`src/rtl/core/cib_pkg.sv`:
```
// Shared constants, types and a helper function for the clipped icon blitter.
`default_nettype none

package cib_pkg;

   // Width of the coordinate and size registers.
   localparam int unsigned DIM_W = 13;
   // Width of the signed arithmetic that holds every coordinate sum.
   localparam int unsigned CALC_W = DIM_W + 2;
   // Width of the screen coordinates on the result channel.
   localparam int unsigned COORD_W = 12;
   // Largest icon or canvas size; larger register values saturate to it.
   localparam int unsigned MAX_DIM = 4096;
   // Width of the configuration register index.
   localparam int unsigned CSR_IDX_W = 3;

   // Configuration register indexes.
   localparam logic [CSR_IDX_W-1:0] REG_DEST_X        = 3'd0;
   localparam logic [CSR_IDX_W-1:0] REG_DEST_Y        = 3'd1;
   localparam logic [CSR_IDX_W-1:0] REG_ICON_WIDTH    = 3'd2;
   localparam logic [CSR_IDX_W-1:0] REG_ICON_HEIGHT   = 3'd3;
   localparam logic [CSR_IDX_W-1:0] REG_PIXEL_FORMAT  = 3'd4;
   localparam logic [CSR_IDX_W-1:0] REG_SCREEN_WIDTH  = 3'd5;
   localparam logic [CSR_IDX_W-1:0] REG_SCREEN_HEIGHT = 3'd6;

   // Pixel formats.
   localparam logic FMT_BGR24  = 1'b0;
   localparam logic FMT_BGRA32 = 1'b1;

   // One source pixel together with its place in the icon.
   typedef struct packed {
      logic [7:0]       blue;
      logic [7:0]       green;
      logic [7:0]       red;
      logic [7:0]       alpha;
      logic [DIM_W-1:0] col;
      logic [DIM_W-1:0] srow;
      logic             empty;
      logic             done;
   } pixel_type;

   function automatic logic [DIM_W-1:0] sat_dim(input logic [DIM_W-1:0] v);
      logic [DIM_W-1:0] lim;
      lim = DIM_W'(MAX_DIM);
      return (v > lim) ? lim : v;
   endfunction

endpackage

`default_nettype wire

```
`src/rtl/core/clipped_icon_blit_keyed.sv`:
```
// Clipped icon blitter with color key: top level with counters and two register stages.
//
// The block takes an icon's pixels on the req_ channel, one transfer per pixel, in
// stored bottom-up raster order without row padding. For every pixel it returns one
// result on the rsp_ channel: a write enable, the screen column and row, the ARGB
// color and a flag on the last pixel of the icon. When no write is made the
// coordinates and color are zero.
// Placement, icon size, canvas size and pixel format sit in registers written over
// the csr_ channel; csr_ready is always high. Write them only while no pixel is in
// flight.
// A pixel passes an input stage register and then the result register, which holds
// its result. One pixel is taken every cycle unless both stages are full; the
// throughput is set by the single pass of clipping logic between the two stages.
// When the receiver stalls, the result register holds and the input stage fills;
// req_ready drops only when both are full, so no pixel is lost or repeated.
// Reset clears the column and row counters and both stages, and loads the register
// reset values: origin zero, empty icon, 24-bit format, 4096 by 4096 canvas.
`default_nettype none

module clipped_icon_blit_keyed (
   input  wire logic                               clock,
   input  wire logic                               reset,
   // Configuration write channel.
   input  wire logic                               csr_valid,
   output logic                                    csr_ready,
   input  wire logic [cib_pkg::CSR_IDX_W-1:0]      csr_index,
   input  wire logic [cib_pkg::DIM_W-1:0]          csr_wdata,
   // Pixel input channel.
   input  wire logic                               req_valid,
   output logic                                    req_ready,
   input  wire logic [7:0]                         req_pix_blue,
   input  wire logic [7:0]                         req_pix_green,
   input  wire logic [7:0]                         req_pix_red,
   input  wire logic [7:0]                         req_pix_alpha,
   // Result channel.
   output logic                                    rsp_valid,
   input  wire logic                               rsp_ready,
   output logic                                    rsp_write_enable,
   output logic [cib_pkg::COORD_W-1:0]             rsp_screen_col,
   output logic [cib_pkg::COORD_W-1:0]             rsp_screen_row,
   output logic [31:0]                             rsp_argb_color,
   output logic                                    rsp_icon_done
);

   localparam int unsigned DW = cib_pkg::DIM_W;
   localparam int unsigned CW = cib_pkg::CALC_W;
   localparam int unsigned PW = cib_pkg::COORD_W;

   // Configuration registers.
   logic [DW-1:0] dest_x_ff, dest_y_ff, icon_width_ff, icon_height_ff;
   logic [DW-1:0] screen_width_ff, screen_height_ff;
   logic          pixel_format_ff;

   // Position counters.
   logic [DW-1:0] col_ff, col_in;
   logic [DW-1:0] srow_ff, srow_in;

   // Pipeline registers.
   logic                  s1_valid_ff, s1_valid_in;
   cib_pkg::pixel_type    s1_ff, s1_in;
   logic                  rsp_valid_ff, rsp_valid_in;
   logic                  we_ff, we_in;
   logic [PW-1:0]         scol_ff, scol_in;
   logic [PW-1:0]         srw_ff, srw_in;
   logic [31:0]           argb_ff, argb_in;
   logic                  done_ff, done_in;

   // Handshake.
   logic rsp_free, s1_move, req_fire;

   // Saturated sizes.
   logic [DW-1:0] iw_sat, ih_sat, sw_sat, sh_sat;
   logic          icon_empty, row_end, icon_end;

   // Clipping arithmetic.
   logic signed [CW-1:0] ox, oy, iw, ih, sw, sh, cw, ch, irow, col_s;
   logic                 origin_ok, in_clip, keyed, pix_we;
   logic [31:0]          color;
   logic signed [CW-1:0] sum_col, sum_row;

   assign csr_ready = 1'b1;

   always_ff @(posedge clock) begin
      if (reset) begin
         dest_x_ff        <= '0;
         dest_y_ff        <= '0;
         icon_width_ff    <= '0;
         icon_height_ff   <= '0;
         pixel_format_ff  <= cib_pkg::FMT_BGR24;
         screen_width_ff  <= DW'(cib_pkg::MAX_DIM);
         screen_height_ff <= DW'(cib_pkg::MAX_DIM);
      end else if (csr_valid) begin
         case (csr_index)
            cib_pkg::REG_DEST_X:        dest_x_ff        <= csr_wdata;
            cib_pkg::REG_DEST_Y:        dest_y_ff        <= csr_wdata;
            cib_pkg::REG_ICON_WIDTH:    icon_width_ff    <= csr_wdata;
            cib_pkg::REG_ICON_HEIGHT:   icon_height_ff   <= csr_wdata;
            cib_pkg::REG_PIXEL_FORMAT:  pixel_format_ff  <= csr_wdata[0];
            cib_pkg::REG_SCREEN_WIDTH:  screen_width_ff  <= csr_wdata;
            cib_pkg::REG_SCREEN_HEIGHT: screen_height_ff <= csr_wdata;
            default: ;
         endcase
      end
   end

   assign rsp_free  = !rsp_valid_ff || rsp_ready;
   assign s1_move   = s1_valid_ff && rsp_free;
   assign req_ready = !s1_valid_ff || rsp_free;
   assign req_fire  = req_valid && req_ready;

   assign iw_sat = cib_pkg::sat_dim(icon_width_ff);
   assign ih_sat = cib_pkg::sat_dim(icon_height_ff);
   assign sw_sat = cib_pkg::sat_dim(screen_width_ff);
   assign sh_sat = cib_pkg::sat_dim(screen_height_ff);

   // Counter step for the pixel being transferred in. A counter past the size
   // (size changed mid-icon) still ends the row or the icon.
   always_comb begin
      icon_empty = (iw_sat == '0) || (ih_sat == '0);
      row_end    = col_ff >= (iw_sat - DW'(1));
      icon_end   = srow_ff >= (ih_sat - DW'(1));
      col_in     = col_ff;
      srow_in    = srow_ff;
      s1_in.blue  = req_pix_blue;
      s1_in.green = req_pix_green;
      s1_in.red   = req_pix_red;
      s1_in.alpha = req_pix_alpha;
      s1_in.col   = col_ff;
      s1_in.srow  = srow_ff;
      s1_in.empty = icon_empty;
      s1_in.done  = 1'b0;
      if (icon_empty) begin
         s1_in.done = 1'b1;
         col_in     = '0;
         srow_in    = '0;
      end else if (row_end) begin
         col_in = '0;
         if (icon_end) begin
            s1_in.done = 1'b1;
            srow_in    = '0;
         end else begin
            srow_in = srow_ff + DW'(1);
         end
      end else begin
         col_in = col_ff + DW'(1);
      end
   end

   always_ff @(posedge clock) begin
      if (reset) begin
         col_ff  <= '0;
         srow_ff <= '0;
      end else if (req_fire) begin
         col_ff  <= col_in;
         srow_ff <= srow_in;
      end
   end

   assign s1_valid_in = req_fire ? 1'b1 : (s1_move ? 1'b0 : s1_valid_ff);

   always_ff @(posedge clock) begin
      if (reset) begin
         s1_valid_ff <= 1'b0;
      end else begin
         s1_valid_ff <= s1_valid_in;
      end
   end

   always_ff @(posedge clock) begin
      if (req_fire) begin
         s1_ff <= s1_in;
      end
   end

   // Clipping, color key and screen address for the pixel in the input stage.
   always_comb begin
      ox    = CW'(signed'(dest_x_ff));
      oy    = CW'(signed'(dest_y_ff));
      iw    = signed'(CW'(iw_sat));
      ih    = signed'(CW'(ih_sat));
      sw    = signed'(CW'(sw_sat));
      sh    = signed'(CW'(sh_sat));
      col_s = signed'(CW'(s1_ff.col));
      origin_ok = (ox >= 0) && (ox < sw) && (oy >= 0) && (oy < sh);
      cw    = ((ox + iw) > sw) ? (sw - ox) : iw;
      ch    = ((oy + ih) > sh) ? (sh - oy) : ih;
      irow  = ih - CW'(1) - signed'(CW'(s1_ff.srow));
      in_clip = !s1_ff.empty && origin_ok && (irow >= 0) && (irow < ch) && (col_s < cw);
      if (pixel_format_ff == cib_pkg::FMT_BGR24) begin
         keyed = (s1_ff.red == 8'hFF) && (s1_ff.green == 8'hFF) && (s1_ff.blue == 8'hFF);
         color = {8'hFF, s1_ff.red, s1_ff.green, s1_ff.blue};
      end else begin
         keyed = (s1_ff.alpha == 8'h00);
         color = {s1_ff.alpha, s1_ff.red, s1_ff.green, s1_ff.blue};
      end
      pix_we  = in_clip && !keyed;
      sum_col = ox + col_s;
      sum_row = oy + irow;
      we_in   = pix_we;
      scol_in = pix_we ? sum_col[PW-1:0] : '0;
      srw_in  = pix_we ? sum_row[PW-1:0] : '0;
      argb_in = pix_we ? color : '0;
      done_in = s1_ff.done;
   end

   assign rsp_valid_in = s1_move ? 1'b1 : (rsp_ready ? 1'b0 : rsp_valid_ff);

   always_ff @(posedge clock) begin
      if (reset) begin
         rsp_valid_ff <= 1'b0;
      end else begin
         rsp_valid_ff <= rsp_valid_in;
      end
   end

   always_ff @(posedge clock) begin
      if (s1_move) begin
         we_ff   <= we_in;
         scol_ff <= scol_in;
         srw_ff  <= srw_in;
         argb_ff <= argb_in;
         done_ff <= done_in;
      end
   end

   assign rsp_valid        = rsp_valid_ff;
   assign rsp_write_enable = we_ff;
   assign rsp_screen_col   = scol_ff;
   assign rsp_screen_row   = srw_ff;
   assign rsp_argb_color   = argb_ff;
   assign rsp_icon_done    = done_ff;

`ifndef NO_ASSERTIONS
   // The input side stalls only when both stages hold a pixel.
   a_stall_full : assert property (@(posedge clock) disable iff (reset)
      !req_ready |-> (s1_valid_ff && rsp_valid_ff))
      else $error("input stalled while a stage was free");

   // A result without a write carries zero coordinates and color.
   a_no_write_zero : assert property (@(posedge clock) disable iff (reset)
      (rsp_valid && !rsp_write_enable) |->
      (rsp_screen_col == '0 && rsp_screen_row == '0 && rsp_argb_color == '0))
      else $error("non-write result carries data");

   // An empty icon returns the counters to the start after every pixel.
   a_empty_counters : assert property (@(posedge clock) disable iff (reset)
      (req_fire && icon_empty) |=> (col_ff == '0 && srow_ff == '0))
      else $error("counters moved on an empty icon");

   // Reset leaves the counters at the first pixel.
   a_reset_counters : assert property (@(posedge clock)
      reset |=> (col_ff == '0 && srow_ff == '0 && !rsp_valid_ff && !s1_valid_ff))
      else $error("reset did not clear the counters and stages");
`endif

endmodule

`default_nettype wire

```
`config.mk`:
```
export PLATFORM = sky130hd
export DESIGN_NAME = clipped_icon_blit_keyed
export DESIGN_NICKNAME = d
export VERILOG_FILES = /design/src/rtl/core/cib_pkg.sv /design/src/rtl/core/clipped_icon_blit_keyed.sv
export SDC_FILE = /design/constraint.sdc
export NUM_CORES = 1
export LEC_CHECK = 0
export BUFFER_PORTS_ARGS = -buffer_cell sky130_fd_sc_hd__buf_4
export CORE_ASPECT_RATIO = 1.1
export CORE_MARGIN = 3
export CORE_UTILIZATION = 54
export DETAILED_ROUTE_END_ITERATION = 8
export PLACE_DENSITY = 0.73
export SETUP_SLACK_MARGIN = 0.3
export SYNTH_ARGS = -nofsm -noshare
export SYNTH_HDL_FRONTEND = slang
export SYNTH_SLANG_ARGS = --single-unit
```
`constraint.sdc`:
```
create_clock -name clock -period 8.7 [get_ports clock]
set_input_delay 0.87 -clock clock [delete_from_list [all_inputs] [get_ports clock]]
set_output_delay 0.87 -clock clock [all_outputs]
set_load 0.01 [all_outputs]
```
==> metrics.txt <==
outcome=completed; first-pass GRT wire length=65.6 mm; HPWL after detailed placement=32.6 mm; Initial Util=55.3%; path depth of the worst reg2reg path=35; H-tree depth reported by CTS=1; final worst-path cycle share=88.4%; syn avg cell area=8.85 sq um; CTS buffer count=24; TritonCTS clock tree=yes; I/O Buffers=112; met2 GRT Util=49.5%; final hold viol count=0; type of the worst min-delay path=reg -> reg; CTS Sinks=225; CP bufs+invs=2; Worst Setup EP=rsp_screen_col[2]$_SDFFCE_PN0P_; worst setup skew after layout=0.0247 ns; flops & latches, synth=225; critical path depth=35; RSZ-0062 raised after global routing=false; Power Density=158 nW/um^2; Nets=2,047; vias in the first global route=12,452; Arrival @ worst endpoint=8.06 ns; Slew headroom=34.7%; Seq/Total Area, Yosys=37.7%; CORE AREA=27,300 sq um; Worst Path Required=9.07 ns; busiest layer in global routing=met2; pin count of the biggest net entering global routing=89; detailed-route via count=12,627; Routed wire per std cell=19.3 um; Setup CP Type=reg -> reg; Max VDD drop=165 uV; unique cell type count in the Yosys netlist=75; met1 Resource Use GR=34.4%; worst-margin pin slew=0.980 ns; Setup Viol. Count Final=0; met3 usage=3.62%; clk root buf=clkbuf_16; reg2reg start=icon_height_ff[5]$_SDFFE_PP0P_; ANT nets after route=0; Syn Inst Count=1,705; flop-to-flop setup slack=1.01 ns; die footprint=30,000 sq um; antenna violations before repair=0; Congestion Overflow GR=0; gr usage total=27.9%; Post-synth EDFFs=118; Reg-to-Reg End=rsp_screen_col[2]$_SDFFCE_PN0P_; highest clock rate=130 MHz; CP Launch Type=flip-flop; LEAKAGE=7.48 nW; Slowest cell on crit path=or4_1; Post-synth ARST share=0%; crit-path leading delay family=compound AO/OA/AOI/OAI gates; Worst Path Max Fanout=28; maximum root-to-sink buffer count=3; type of element capturing the critical path=flip-flop; Main synth FF type=edfxtp_1; gpl congestion=0.977; drt total wl=42.3 mm; drt pass-1 iters=5; Clk Latency, worst-skew pair=0.54 ns; drc violations=0; syn_nets=1,941; clock slew at reported path FFs=0.06 ns; YS warnings=0; Worst path max stage delay=0.62 ns; drt via density=5.78; Fin Setup TNS=0 ns; Setup crit start=icon_height_ff[5]$_SDFFE_PP0P_; share of layout cells above drive strength 1=10.7%; Power, Total=2.71 mW; Synth Cell Area=15,100 sq um; MaxCap Viol Count=0; Rows=63; antenna cells=0; Die Wd=165 um; Layout area overhead=13.5%; Min Clock Period, post-route=7.69 ns; die height=181 um; io pins=114; initial DRC count=897; max-slew violation count=0
==> metrics by stage <==
step / utilization, % / std cells / worst slack [ns] / hold WS (ns) / area (sq um)
2_1_floorplan: - / 1705 / 1.86 / 0.400 / 15100
3_3_place_gp: 59.7 / 2141 / 0.917 / 0.404 / 16300
3_5_place_dp: 59.7 / 2141 / 0.556 / 0.406 / 16300
4_1_cts: 62.7 / 2185 / 0.552 / 0.421 / 17100
5_1_grt: 62.8 / 2186 / 0.344 / 0.435 / 17100
6_report: 62.8 / 2186 / 1.01 / 0.429 / 17100
==> flip-flops by register name, summed over array words and instances (netlist names), 13 cells and up <==
name	cells
s1_ff	46
rsp_argb_color	32
col_ff	13
col_s	13
dest_x_ff	13
dest_y_ff	13
icon_height_ff	13
icon_width_ff	13
screen_height_ff	13
screen_width_ff	13
srow_ff	13
==> worst min path at each step <==
stage,start,to,slack (ns),cells after the start
finish,done_in$_SDFFCE_PN1P_,rsp_icon_done$_DFFE_PP_,0.43,0
global route,done_in$_SDFFCE_PN1P_,rsp_icon_done$_DFFE_PP_,0.43,0
CTS,done_in$_SDFFCE_PN1P_,rsp_icon_done$_DFFE_PP_,0.42,0
detailed placement,done_in$_SDFFCE_PN1P_,rsp_icon_done$_DFFE_PP_,0.41,0
global placement,done_in$_SDFFCE_PN1P_,rsp_icon_done$_DFFE_PP_,0.40,0
floorplan,done_in$_SDFFCE_PN1P_,rsp_icon_done$_DFFE_PP_,0.40,0
==> routing by layer <==
metal  vias to the layer above  part of all wire (%)
met5                         -                     0
met4                         0                   3.7
met3                       107                   5.5
met2                       372                    51
met1                      5952                    40
li1                       6196                     -
==> power by group <==
| part | internal (mW) | switching (mW) |
|---|---|---|
| registers | 1.15 | 0.0233 |
| logic | 0.207 | 0.298 |
| clock network | 0.602 | 0.430 |
==> timing repair <==
item,4_1_cts,5_1_grt
endpoints found under the setup margin,0,57
resized for setup,0,8
hold buffers,0,0
setup buffers,0,1
==> synthesized netlist by cell type, types with 6 or more instances <==
| cell type | instances | area, sq um |
|---|---|---|
| o21ai_0 | 56 | 280 |
| xor2_1 | 26 | 228 |
| nand2b_1 | 16 | 100 |
| nor4_1 | 15 | 93.8 |
| a21oi_1 | 158 | 791 |
| nand2_1 | 261 | 980 |
| clkbuf_1 | 36 | 135 |
| dfxtp_1 | 107 | 2140 |
| nand4_1 | 27 | 169 |
| and3_1 | 12 | 75.1 |
| edfxtp_1 | 118 | 3540 |
| fa_1 | 7 | 140 |
| nor2_1 | 130 | 488 |
| nor3_1 | 30 | 150 |
| o21bai_1 | 10 | 75.1 |
| xnor2_1 | 77 | 674 |
| a21o_1 | 43 | 323 |
| o21a_1 | 19 | 143 |
| nor2_4 | 8 | 90.1 |
| or2_2 | 6 | 37.5 |
| mux2i_1 | 15 | 150 |
| and2_1 | 33 | 206 |
| nand3_1 | 24 | 120 |
| a31oi_1 | 8 | 50.1 |
| a211oi_1 | 13 | 97.6 |
| ha_1 | 176 | 2200 |
| inv_1 | 127 | 477 |
| nor2b_1 | 39 | 244 |
| or3_1 | 10 | 62.6 |
==> layout make-up <==
| class | instances | area (sq um) |
|---|---|---|
| Inverter | 130 | 489 |
| Sequential cell | 225 | 5690 |
| Tap cell | 357 | 447 |
| Fill cell | 2383 | 10100 |
| Clock inverter | 10 | 140 |
| Clock buffer | 34 | 668 |
| Multi-Input combinational cell | 1306 | 8760 |
| Timing Repair Buffer | 124 | 935 |
==> cell families after synthesis <==
| group | synth area share [%] |
|---|---|
| buffers and inverters | 4.61 |
| other | 0.0248 |
| AO/OA/AOI/OAI | 15.3 |
| adder cells (fa/ha/maj) | 15.5 |
| AND/OR/NAND/NOR | 19.9 |
| multiplexers | 0.995 |
| XOR/XNOR | 5.98 |
| flip-flops | 37.7 |
==> cell usage in the layout (no fill, tap or decap), types with 10 or more instances in the layout <==
| master | synthesis | layout |
|---|---|---|
| edfxtp_1 | 118 | 118 |
| nand4_1 | 27 | 27 |
| nand2_1 | 261 | 261 |
| a211oi_1 | 13 | 13 |
| nor4_1 | 15 | 15 |
| xor2_1 | 26 | 26 |
| xnor2_1 | 77 | 77 |
| buf_4 | 1 | 123 |
| o21bai_1 | 10 | 10 |
| nor3_1 | 30 | 29 |
| nor2_1 | 130 | 130 |
| clkbuf_16 | 0 | 24 |
| o21ai_0 | 56 | 56 |
| nand2b_1 | 16 | 16 |
| nand3_1 | 24 | 24 |
| a21oi_1 | 158 | 158 |
| a21o_1 | 43 | 43 |
| and3_1 | 12 | 12 |
| nor2b_1 | 39 | 38 |
| o21a_1 | 19 | 19 |
| dfxtp_1 | 107 | 107 |
| inv_1 | 127 | 127 |
| and2_1 | 33 | 33 |
| or3_1 | 10 | 10 |
| mux2i_1 | 15 | 15 |
| ha_1 | 176 | 176 |
(Power assumes the default switching activity.)
